===== src/hw/rtl/websocket_frame_deframer_macros.svh =====
// Assertion helpers used by the deframer top module.
`ifndef WEBSOCKET_FRAME_DEFRAMER_MACROS_SVH
`define WEBSOCKET_FRAME_DEFRAMER_MACROS_SVH

// Same-cycle implication, checked outside reset.
`define WSFD_ASSERT_NOW(label, clk, rst_n, ante, cons, msg) \
  label: assert property (@(posedge clk) disable iff (!rst_n) (ante) |-> (cons)) \
    else $error(msg);

// Next-cycle implication, checked outside reset.
`define WSFD_ASSERT_NEXT(label, clk, rst_n, ante, cons, msg) \
  label: assert property (@(posedge clk) disable iff (!rst_n) (ante) |=> (cons)) \
    else $error(msg);

`endif


===== src/hw/rtl/wsfd_pkg.sv =====
package wsfd_pkg;

  typedef enum logic [2:0] {
    PH_IDLE,
    PH_LEN,
    PH_EXTLEN,
    PH_KEY,
    PH_PAYLOAD
  } phase_t;

  typedef enum logic [2:0] {
    KIND_HEADER = 3'd0,
    KIND_TEXT   = 3'd1,
    KIND_OTHER  = 3'd2,
    KIND_ERROR  = 3'd3,
    KIND_IGNORE = 3'd4
  } kind_t;

  localparam logic [3:0] OP_CONT  = 4'd0;
  localparam logic [3:0] OP_TEXT  = 4'd1;
  localparam logic [3:0] OP_BIN   = 4'd2;
  localparam logic [3:0] OP_CLOSE = 4'd8;
  localparam logic [3:0] OP_PING  = 4'd9;
  localparam logic [3:0] OP_PONG  = 4'd10;

  localparam logic [6:0] LEN_EXT16 = 7'd126;
  localparam logic [6:0] LEN_EXT64 = 7'd127;
  localparam logic [3:0] EXT16_BYTES = 4'd2;
  localparam logic [3:0] EXT64_BYTES = 4'd8;
  localparam logic [2:0] KEY_BYTES   = 3'd4;

  typedef struct packed {
    logic       nul_in_text;
    logic       unknown_opcode;
    logic       close_request;
    logic       final_fragment;
    logic [3:0] frame_opcode;
    logic       last;
    kind_t      kind;
    logic [7:0] out_byte;
  } res_t;

  function automatic logic opcode_known(input logic [3:0] op);
    logic known;
    case (op) inside
      OP_CONT, OP_TEXT, OP_BIN, OP_CLOSE, OP_PING, OP_PONG: known = 1'b1;
      default: known = 1'b0;
    endcase
    return known;
  endfunction

endpackage


===== src/hw/rtl/wsfd_parser.sv =====
module wsfd_parser (
  input  logic              clk,
  input  logic              rst_n,
  input  logic              step_en,
  input  logic [7:0]        rx_byte,
  input  logic              frame_start,
  input  logic              require_mask,
  output wsfd_pkg::res_t    res
);

  wsfd_pkg::phase_t phase_r, phase_nxt;
  logic        fin_r, fin_nxt;
  logic [3:0]  opcode_r, opcode_nxt;
  logic [3:0]  len_left_r, len_left_nxt;
  logic [63:0] pay_left_r, pay_left_nxt;
  logic [31:0] key_r, key_nxt;
  logic [2:0]  key_left_r, key_left_nxt;
  logic [1:0]  key_pos_r, key_pos_nxt;
  logic        masked_r, masked_nxt;

  logic [6:0]  len7;
  logic        mbit;
  logic        mask_err;
  logic [3:0]  len_left_dec;
  logic [2:0]  key_left_dec;
  logic [63:0] pay_left_dec;
  logic [63:0] pay_shift;
  logic        ext_done;
  logic        key_done;
  logic        pay_done;
  logic        pay_zero;
  logic [7:0]  key_byte;
  logic [7:0]  plain;

  assign len7         = rx_byte[6:0];
  assign mbit         = rx_byte[7];
  assign mask_err     = !mbit && require_mask;
  assign len_left_dec = len_left_r - 4'd1;
  assign key_left_dec = key_left_r - 3'd1;
  assign pay_left_dec = pay_left_r - 64'd1;
  assign pay_shift    = {pay_left_r[55:0], rx_byte};
  assign ext_done     = (len_left_dec == 4'd0);
  assign key_done     = (key_left_dec == 3'd0);
  assign pay_done     = (pay_left_dec == 64'd0);
  assign pay_zero     = (pay_left_r == 64'd0);
  // first key byte received sits in the top lane
  assign key_byte     = masked_r ? key_r[{~key_pos_r, 3'b000} +: 8] : 8'd0;
  assign plain        = rx_byte ^ key_byte;

  // next phase
  always_comb begin
    phase_nxt = phase_r;
    if (frame_start) begin
      phase_nxt = wsfd_pkg::PH_LEN;
    end else begin
      unique case (phase_r)
        wsfd_pkg::PH_IDLE: phase_nxt = wsfd_pkg::PH_IDLE;
        wsfd_pkg::PH_LEN: begin
          if (mask_err) begin
            phase_nxt = wsfd_pkg::PH_IDLE;
          end else if (len7 == wsfd_pkg::LEN_EXT16 || len7 == wsfd_pkg::LEN_EXT64) begin
            phase_nxt = wsfd_pkg::PH_EXTLEN;
          end else if (mbit) begin
            phase_nxt = wsfd_pkg::PH_KEY;
          end else begin
            phase_nxt = (len7 == 7'd0) ? wsfd_pkg::PH_IDLE : wsfd_pkg::PH_PAYLOAD;
          end
        end
        wsfd_pkg::PH_EXTLEN: begin
          if (ext_done) begin
            if (masked_r) begin
              phase_nxt = wsfd_pkg::PH_KEY;
            end else begin
              phase_nxt = (pay_shift == 64'd0) ? wsfd_pkg::PH_IDLE : wsfd_pkg::PH_PAYLOAD;
            end
          end
        end
        wsfd_pkg::PH_KEY: begin
          if (key_done) begin
            phase_nxt = pay_zero ? wsfd_pkg::PH_IDLE : wsfd_pkg::PH_PAYLOAD;
          end
        end
        wsfd_pkg::PH_PAYLOAD: begin
          if (pay_done) begin
            phase_nxt = wsfd_pkg::PH_IDLE;
          end
        end
        default: phase_nxt = wsfd_pkg::PH_IDLE;
      endcase
    end
  end

  // result of the current byte
  always_comb begin
    res                = '0;
    res.kind           = wsfd_pkg::KIND_HEADER;
    res.frame_opcode   = opcode_nxt;
    res.final_fragment = fin_nxt;
    res.unknown_opcode = !wsfd_pkg::opcode_known(opcode_nxt);
    if (!frame_start) begin
      unique case (phase_r)
        wsfd_pkg::PH_IDLE: res.kind = wsfd_pkg::KIND_IGNORE;
        wsfd_pkg::PH_LEN: begin
          if (mask_err) begin
            res.kind = wsfd_pkg::KIND_ERROR;
            res.last = 1'b1;
          end else if (!mbit && len7 != wsfd_pkg::LEN_EXT16
                       && len7 != wsfd_pkg::LEN_EXT64) begin
            res.close_request = (opcode_r == wsfd_pkg::OP_CLOSE);
            res.last          = (len7 == 7'd0);
          end
        end
        wsfd_pkg::PH_EXTLEN: begin
          if (ext_done && !masked_r) begin
            res.close_request = (opcode_r == wsfd_pkg::OP_CLOSE);
            res.last          = (pay_shift == 64'd0);
          end
        end
        wsfd_pkg::PH_KEY: begin
          if (key_done) begin
            res.close_request = (opcode_r == wsfd_pkg::OP_CLOSE);
            res.last          = pay_zero;
          end
        end
        wsfd_pkg::PH_PAYLOAD: begin
          res.out_byte = plain;
          res.last     = pay_done;
          if (opcode_r == wsfd_pkg::OP_TEXT) begin
            res.kind        = wsfd_pkg::KIND_TEXT;
            res.nul_in_text = (plain == 8'd0);
          end else begin
            res.kind = wsfd_pkg::KIND_OTHER;
          end
        end
        default: res.kind = wsfd_pkg::KIND_IGNORE;
      endcase
    end
  end

  // frame context, length and key
  always_comb begin
    fin_nxt      = fin_r;
    opcode_nxt   = opcode_r;
    len_left_nxt = len_left_r;
    pay_left_nxt = pay_left_r;
    key_nxt      = key_r;
    key_left_nxt = key_left_r;
    key_pos_nxt  = key_pos_r;
    masked_nxt   = masked_r;
    if (frame_start) begin
      fin_nxt      = rx_byte[7];
      opcode_nxt   = rx_byte[3:0];
      len_left_nxt = 4'd0;
      pay_left_nxt = 64'd0;
      key_nxt      = 32'd0;
      key_left_nxt = 3'd0;
      key_pos_nxt  = 2'd0;
      masked_nxt   = 1'b0;
    end else begin
      case (phase_r)
        wsfd_pkg::PH_LEN: begin
          masked_nxt = mbit;
          if (!mask_err) begin
            if (len7 == wsfd_pkg::LEN_EXT16) begin
              len_left_nxt = wsfd_pkg::EXT16_BYTES;
            end else if (len7 == wsfd_pkg::LEN_EXT64) begin
              len_left_nxt = wsfd_pkg::EXT64_BYTES;
            end else begin
              pay_left_nxt = {57'd0, len7};
              key_nxt      = 32'd0;
              if (mbit) begin
                key_left_nxt = wsfd_pkg::KEY_BYTES;
              end else begin
                key_pos_nxt = 2'd0;
              end
            end
          end
        end
        wsfd_pkg::PH_EXTLEN: begin
          pay_left_nxt = pay_shift;
          len_left_nxt = len_left_dec;
          if (ext_done) begin
            key_nxt = 32'd0;
            if (masked_r) begin
              key_left_nxt = wsfd_pkg::KEY_BYTES;
            end else begin
              key_pos_nxt = 2'd0;
            end
          end
        end
        wsfd_pkg::PH_KEY: begin
          key_nxt      = {key_r[23:0], rx_byte};
          key_left_nxt = key_left_dec;
          if (key_done) begin
            key_pos_nxt = 2'd0;
          end
        end
        wsfd_pkg::PH_PAYLOAD: begin
          key_pos_nxt  = key_pos_r + 2'd1;
          pay_left_nxt = pay_left_dec;
        end
        default: ;
      endcase
    end
  end

  always_ff @(posedge clk) begin
    if (!rst_n) begin
      phase_r    <= wsfd_pkg::PH_IDLE;
      fin_r      <= 1'b0;
      opcode_r   <= 4'd0;
      len_left_r <= 4'd0;
      key_left_r <= 3'd0;
      key_pos_r  <= 2'd0;
      masked_r   <= 1'b0;
    end else if (step_en) begin
      phase_r    <= phase_nxt;
      fin_r      <= fin_nxt;
      opcode_r   <= opcode_nxt;
      len_left_r <= len_left_nxt;
      key_left_r <= key_left_nxt;
      key_pos_r  <= key_pos_nxt;
      masked_r   <= masked_nxt;
    end
  end

  // length count and key are always reloaded by a frame start before use
  always_ff @(posedge clk) begin
    if (step_en) begin
      pay_left_r <= pay_left_nxt;
      key_r      <= key_nxt;
    end
  end

endmodule


===== src/hw/rtl/websocket_frame_deframer.sv =====
// WebSocket receive deframer: one frame byte in, one tagged result item out.
// Input channel in_*: in_tdata carries the received byte, in_tuser marks the
// first byte of a frame. A start mark always opens a new frame and drops any
// frame in progress without a last mark.
// Result channel out_*: out_tuser gives the kind (header, text, other payload,
// unmasked error, ignored), out_tlast marks the final byte of a frame, and
// out_tdata carries the unmasked byte plus the frame context flags.
// Config: cfg_wen/cfg_wdata write require_mask; write it only while idle.
// Timing: an accepted item is held in the input register, parsed out of it, and
// its result is registered in the output register, which drives out_tvalid.
// One item per cycle is sustained while out_tready is high; the limit is
// the single parse step on the input register that updates the frame state.
// Stall: with out_tready low the output register holds its result, the input
// register holds one more item, and then in_tready drops.
// Reset (rst_n low, synchronous): both stages empty, in_tready low, parser
// waits for a frame start, opcode and FIN read as zero, require_mask set.
`include "websocket_frame_deframer_macros.svh"

module websocket_frame_deframer (
  input  logic        clk,
  input  logic        rst_n,
  // input stream
  input  logic        in_tvalid,
  output logic        in_tready,
  input  logic [7:0]  in_tdata,   // [7:0] rx_byte
  input  logic        in_tuser,   // [0] frame_start
  // result stream
  output logic        out_tvalid,
  input  logic        out_tready,
  output logic [15:0] out_tdata,  // [7:0] out_byte, [11:8] frame_opcode,
                                  // [12] final_fragment, [13] close_request,
                                  // [14] unknown_opcode, [15] nul_in_text
  output logic [2:0]  out_tuser,  // [2:0] kind
  output logic        out_tlast,  // last byte of the frame
  // configuration
  input  logic        cfg_wen,
  input  logic        cfg_wdata   // require_mask
);

  logic           require_mask_r;
  logic           s1_valid_r;
  logic [7:0]     s1_byte_r;
  logic           s1_start_r;
  logic           s1_adv;
  logic           in_accept;
  logic           out_valid_r;
  wsfd_pkg::res_t res;
  wsfd_pkg::res_t out_r;

  // advance the input register whenever the output register is free or draining
  assign s1_adv    = s1_valid_r && (!out_valid_r || out_tready);
  assign in_tready = rst_n && (!s1_valid_r || s1_adv);
  assign in_accept = in_tvalid && in_tready;

  always_ff @(posedge clk) begin
    if (!rst_n) begin
      require_mask_r <= 1'b1;
    end else if (cfg_wen) begin
      require_mask_r <= cfg_wdata;
    end
  end

  // input register
  always_ff @(posedge clk) begin
    if (!rst_n) begin
      s1_valid_r <= 1'b0;
    end else if (in_accept) begin
      s1_valid_r <= 1'b1;
    end else if (s1_adv) begin
      s1_valid_r <= 1'b0;
    end
  end

  always_ff @(posedge clk) begin
    if (in_accept) begin
      s1_byte_r  <= in_tdata;
      s1_start_r <= in_tuser;
    end
  end

  wsfd_parser u_parser (
    .clk          (clk),
    .rst_n        (rst_n),
    .step_en      (s1_adv),
    .rx_byte      (s1_byte_r),
    .frame_start  (s1_start_r),
    .require_mask (require_mask_r),
    .res          (res)
  );

  // output register: hold while stalled
  always_ff @(posedge clk) begin
    if (!rst_n) begin
      out_valid_r <= 1'b0;
    end else if (s1_adv) begin
      out_valid_r <= 1'b1;
    end else if (out_tready) begin
      out_valid_r <= 1'b0;
    end
  end

  always_ff @(posedge clk) begin
    if (s1_adv) begin
      out_r <= res;
    end
  end

  assign out_tvalid = out_valid_r;
  assign out_tuser  = out_r.kind;
  assign out_tlast  = out_r.last;
  assign out_tdata  = {out_r.nul_in_text, out_r.unknown_opcode, out_r.close_request,
                       out_r.final_fragment, out_r.frame_opcode, out_r.out_byte};

  `WSFD_ASSERT_NOW(a_stall_blocks_input, clk, rst_n,
    s1_valid_r && out_valid_r && !out_tready, !in_tready,
    "input ready while both stages were full and stalled")
  `WSFD_ASSERT_NOW(a_ignored_is_empty, clk, rst_n,
    out_valid_r && out_r.kind == wsfd_pkg::KIND_IGNORE,
    out_r.out_byte == 8'd0 && !out_r.last && !out_r.close_request,
    "ignored item carries data, last or close")
  `WSFD_ASSERT_NOW(a_close_on_header, clk, rst_n,
    out_valid_r && out_r.close_request,
    out_r.kind == wsfd_pkg::KIND_HEADER && out_r.frame_opcode == wsfd_pkg::OP_CLOSE,
    "close request outside a close frame header")
  `WSFD_ASSERT_NOW(a_nul_only_in_text, clk, rst_n,
    out_valid_r && out_r.nul_in_text,
    out_r.kind == wsfd_pkg::KIND_TEXT && out_r.out_byte == 8'd0,
    "zero-byte flag on a non-text or nonzero item")

endmodule

===== config.mk =====
export PLATFORM = sky130hd
export DESIGN_NAME = websocket_frame_deframer
export DESIGN_NICKNAME = d
export VERILOG_FILES = /design/src/hw/rtl/wsfd_pkg.sv /design/src/hw/rtl/wsfd_parser.sv /design/src/hw/rtl/websocket_frame_deframer.sv
export VERILOG_INCLUDE_DIRS = /design/src /design/src/hw/rtl
export SDC_FILE = /design/constraint.sdc
export NUM_CORES = 1
export LEC_CHECK = 0
export BUFFER_PORTS_ARGS = -buffer_cell sky130_fd_sc_hd__buf_2
export CORE_MARGIN = 2
export CORE_UTILIZATION = 54
export CTS_CLUSTER_DIAMETER = 40
export DETAILED_ROUTE_END_ITERATION = 8
export PLACE_DENSITY = 0.71
export SETUP_SLACK_MARGIN = 0.3
export SYNTH_ARGS = -nofsm -noshare
export SYNTH_HDL_FRONTEND = slang
export SYNTH_HIERARCHICAL = 1
export SYNTH_SLANG_ARGS = --single-unit

===== constraint.sdc =====
create_clock -name clk -period 6.15 [get_ports clk]
set_input_delay 0.3075 -clock clk [delete_from_list [all_inputs] [get_ports clk]]
set_output_delay 0.3075 -clock clk [all_outputs]
set_load 0.01 [all_outputs]

* Word-level counts from Yosys, hierarchy flattened *
Cells that the tools add are included.

storage, ports and cells
  flip-flop bits (word level) = 146
  input port bits = 15
  output and inout bits = 22
  logic and storage cells = 164

cells by class
  add/subtract/negate cells = 4
  eq/ne operators = 26
  shift-type cells = 1
  mux-type cells = 66
  bitwise operators = 4
  reduce and logical (&&, ||, !) cells = 41

operators with widths
  kind                                                 count
  logical NOT 64 bit                                   3
  2-to-1 mux 64 bit                                    3
  one-hot mux 64 bit (3 select lines)                  1
  2-to-1 mux 32 bit                                    4
  one-hot mux 32 bit (3 select lines)                  1
  subtractor 64 x 1 -> 64 bit (second input constant)  1
  2-to-1 mux 3 bit                                     18
  variable part select 32 x 6 -> 8 bit                 1
  2-to-1 mux 2 bit                                     10
  2-to-1 mux 4 bit                                     5
  != test 3 bit (second input constant)                6
  one-hot mux 3 bit (3 select lines)                   2
  == test 4 bit (second input constant)                4
  2-to-1 mux 1 bit                                     16
  == test 7 bit (second input constant)                2
  != test 7 bit (second input constant)                2
  != test 3 x 2 -> 1 bit (second input constant)       4
  one-hot mux 3 bit (4 select lines)                   1
  AND reduction 9 bit                                  1
  == test 4 x 1 -> 1 bit (second input constant)       2
  logical NOT 4 bit                                    2
  logical NOT 8 bit                                    1
  2-to-1 mux 8 bit                                     1
  one-hot mux 2 bit (4 select lines)                   1
  other kinds (31)                                     50

* Logic depth before layout (Yosys ltp) *
  word-level depth = 7
  gate-level depth with buffers = 10
  depth with buffers taken out = 10

* By module *
The synthesis kept the hierarchy.

by module, submodules not included
  module                    instances  cells each  area each (µm²)  seq. area each (µm²)
  wsfd_parser               1          786         7,508.5          3,243.1
  websocket_frame_deframer  1          42          1,001.0          930.9

* Worst setup path before layout *
No wires, ideal clock.

  path kind = reg-to-reg
  from = register out_valid_r, in the netlist out_tvalid
  to = register u_parser.pay_left_r[0], enable pin
  library setup time = 0.430 ns
  data arrival time = 3.677 ns
  required time = 5.720 ns
  path slack = 2.043 ns
  cell stages (with the launch flop) = 5
  buffers on the path = 1
  period minus slack after synthesis = 4.107 ns
  cell sequence = dfxtp_1 > nor2b_4 > nor2b_1 > clkbuf_1 > o311a_1

between the ends
  longest elaborated chain between the ends = 4

RTL lines
  element                               RTL line                        text
  from (decl)                           websocket_frame_deframer.sv:46  logic out_valid_r;
  from (signal assigned)                websocket_frame_deframer.sv:94  out_valid_r <= 1'b0;
  from (signal assigned)                websocket_frame_deframer.sv:96  out_valid_r <= 1'b1;
  from (signal assigned)                websocket_frame_deframer.sv:98  out_valid_r <= 1'b0;
  logical NOT 1 bit                     websocket_frame_deframer.sv:51  assign s1_adv = s1_valid_r && (!out_valid_r || out_tready);
  logical OR 1 bit                      websocket_frame_deframer.sv:51
  logical AND 1 bit                     websocket_frame_deframer.sv:51
  via s1_adv                            websocket_frame_deframer.sv:44  logic s1_adv;
  AND reduction 5 bit (no source line)  --
  to (signal assigned)                  wsfd_parser.sv:230              pay_left_r <= pay_left_nxt;
  to (decl)                             wsfd_parser.sv:15               logic [63:0] pay_left_r, pay_left_nxt;

The timed path passes the listed nets, and every way through them passes these cells.
A chain may end at the register's enable or synchronous reset.

* Final worst setup path *
  from = register u_parser.pay_left_r[2]
  to = register u_parser.phase_r[2]

between the ends
  longest elaborated chain between the ends = 6
  elaborated cells between the ends (all ways) = 13
  classes of those cells = 1 x add/sub; 1 x eq/ne; 7 x mux; 4 x reduce/logical

RTL lines
  element                                                              RTL line            text
  branches (longest 6 deep; another with subtractor 64 x 1 -> 64 bit)  --
  to (signal assigned)                                                 wsfd_parser.sv:209  phase_r <= wsfd_pkg::PH_IDLE;
  to (signal assigned)                                                 wsfd_parser.sv:217  phase_r <= phase_nxt;
  to (decl)                                                            wsfd_parser.sv:11   wsfd_pkg::phase_t phase_r, phase_nxt;

Several ways; the timed one is not identified. The select of a mux whose other input is x is not followed.

==> results.tsv <==
metric	value	unit
reg2reg_to	u_parser/phase_r[2]	
grt_pass1_vias	6331	
avgSynthCellArea	10.28	µm²
worst_pin_slew	1190	ps
seq_area	4174	µm²
hold_viol	0	
crit_chain	nor4_1 -> nand4_1 -> or4_1 -> nor3_2 -> xor2_1 -> nor4_1 -> nand4_1 -> o31a_1	
first_iter_violations	737	
hold_path_depth	1	
post-dp-hpwl	14.44	mm
start_util	0.5556	
wire_per_inst	19.85	µm
cts_buffers	17	
grt_pass1_wl	33.57	mm
numClockSinks	146	
ant_nets	0	
post_cts_buffers	0	
p_leak	0.003058	µW
fin_skew	13.61	ps
globalplace.congestion	1.021	
r2r-start	u_parser/pay_left_r[2]	
reg2reg_depth	8	
cts_resized	0	
wl	21.18	mm
period_minus_slack	3871	ps
required	6480	ps
critical-path-max-stage-delay	880	ps
path_max_fanout	12	
setup_tns	0	ps
cp-end-kind	flop	
n_antenna_cell	0	
drive_gt1_frac	0.1402	
final_cell_mix	edfxtp_1, nand2_1, nor2_1, o21ai_0, xnor2_1	
drc	0	
finalMaxSlewViolations	0	
synth_top_area_cell	edfxtp_1	
crit_type	flop to flop	
antenna_found_initial	0	
rsz0062_at_grt	false	
fin_util	0.6120	
nFillCells	1326	
critPathLaunchType	flop	
clock_latency	440	ps
core	15310	µm²
grt_start_max_net_pins	65	
rows	45	
ys.flop_type	edfxtp_1	
area_growth_syn_to_layout	10.15	%
yosys.area.top_type_share	0.4411	
fmax	258.3	MHz
syn_inst	828	
overflow	0	
track_usage	0.2624	
vias	6628	
netlist_area	8509	µm²
drv_cap	0	
die_x	129.5	µm
ctsHoldBuffers	0	
first_pass_iters	5	
ys_warn_count	6	
portBuffers	36	
syn_nets	849	
worstHoldEndpoint	s1_byte_r[1]	
yosys.cell_types.count	79	
cts.path.max_buffers	2	
avgViaCountPerCell	6.212	
synth-seq-cells	146	
hold_path.class	primary input to flop	
multiInputGateArea	4089	µm²
powerDensity	240.7	nW/µm²
ys_seq_area_frac	0.4905	
peakVddDrop	0.2162	mV
layout.nets	864	
arrival	4200	ps
synth_edf_count	125	
min-delay-start	in_tdata[1]	
cts_tree	done	
fin_crit_sh	0.6295	
final_common_cell	edfxtp_1	
synth_area_leaders	edfxtp_1, dfxtp_1, nand2_1, xnor2_1, xor2_1	
slew_headroom	0.2036	
die_y	129.5	µm
setup_violations	0	
reg2reg_slack	2280	ps
cts.clk_slew.worst_paths	70	ps
outcome	finished clean	
cts_root_buffer	clkbuf_16	
io_pins	37	
async_flop_share	0	
htree_levels	4	
slowest_stage	or4_1	
die_area	16780	µm²
-- cell families (layout without fill, tap and decap cells) --
group,count (synthesis),count (layout),synth area share
AOI/OAI and AO/OA,136,136,0.1006
xor gates and xnor gates,71,71,0.07308
adders and majority gates,6,6,0.008822
buffers and inverters,61,89,0.03088
DFF,146,146,0.4905
muxes,18,18,0.03323
and+or+nand+nor,390,390,0.2629
-- sequential cells by signal (all words and copies together) (netlist names), 3 cells and up --
name,flops
u_parser/key_r,32
out_tuser,3
u_parser/len_left_r,4
s1_byte_r,8
u_parser/pay_left_r,64
u_parser/opcode_r,4
u_parser/phase_r,3
u_parser/key_left_r,3
out_tdata,16
-- power by group --
part           internal (µW)  switching, µW
combinational           42.4           66.0
clock                    537            464
sequential              1110           41.2
-- stage by stage --
step | total power [µW] | instance area (µm²) | hold WS (ps) | setup WS, ps | instances
4_1_cts | 2272 | 9373 | 23.12 | 2392 | 1067
3_5_place_dp | 1274 | 8808 | 479.8 | 2402 | 1035
6_report | 2256 | 9373 | 37.24 | 2279 | 1067
2_1_floorplan | 1231 | 8509 | 369.4 | 2043 | 828
3_3_place_gp | 1271 | 8808 | 449.7 | 2631 | 1035
5_1_grt | 2320 | 9373 | 23.92 | 2057 | 1067
-- synth_stat cells, drive strengths merged, types with 13 or more instances --
cell and instances:
and2 35, inv 15, clkbuf 36, nand4 14
o21ai 60, nor4 25, edfxtp 125, nand3 20
or4 13, nor3 38, a21oi 18, xor2 34
nand2 102, nor2 66, dfxtp 21, xnor2 37
-- layer usage --
metal / vias up / GRT usage / wire (µm)
met5: - / 0 / 0
met2: 290 / 0.4248 / 10310
met3: 54 / 0.04748 / 1287
met1: 3198 / 0.3484 / 9026
met4: 0 / 0.1157 / 559
li1: 3086 / - / -
-- final cells by class --
cell class | count | area share
Sequential cell | 146 | 0.4453
Multi-Input combinational cell | 621 | 0.4363
Clock buffer | 18 | 0.04579
Tap cell | 211 | 0.02817
Timing Repair Buffer | 42 | 0.02403
Clock inverter | 14 | 0.01442
Inverter | 15 | 0.006007
-- worst max-delay path: cells and delay by family, from the launching register on --
| family | cells | cell delay (ps) |
|---|---|---|
| flops | 1 | 540 |
| compound gates | 1 | 340 |
| xor+xnor | 1 | 110 |
| simple gates | 6 | 2770 |
-- worst max-delay path by stage --
stage                           startpoint                      to  slack, ps  cells past startpoint
detailed placement  u_parser/pay_left_r[2]     u_parser/phase_r[2]       2400                      8
CTS                 u_parser/pay_left_r[2]     u_parser/phase_r[2]       2390                      8
finish              u_parser/pay_left_r[2]     u_parser/phase_r[2]       2280                      8
global placement    u_parser/pay_left_r[2]     u_parser/phase_r[2]       2630                      8
global route        u_parser/pay_left_r[2]     u_parser/phase_r[2]       2060                      8
floorplan                       out_tvalid  u_parser/pay_left_r[0]       2040                      4
Power figures use the tool's default switching activity.
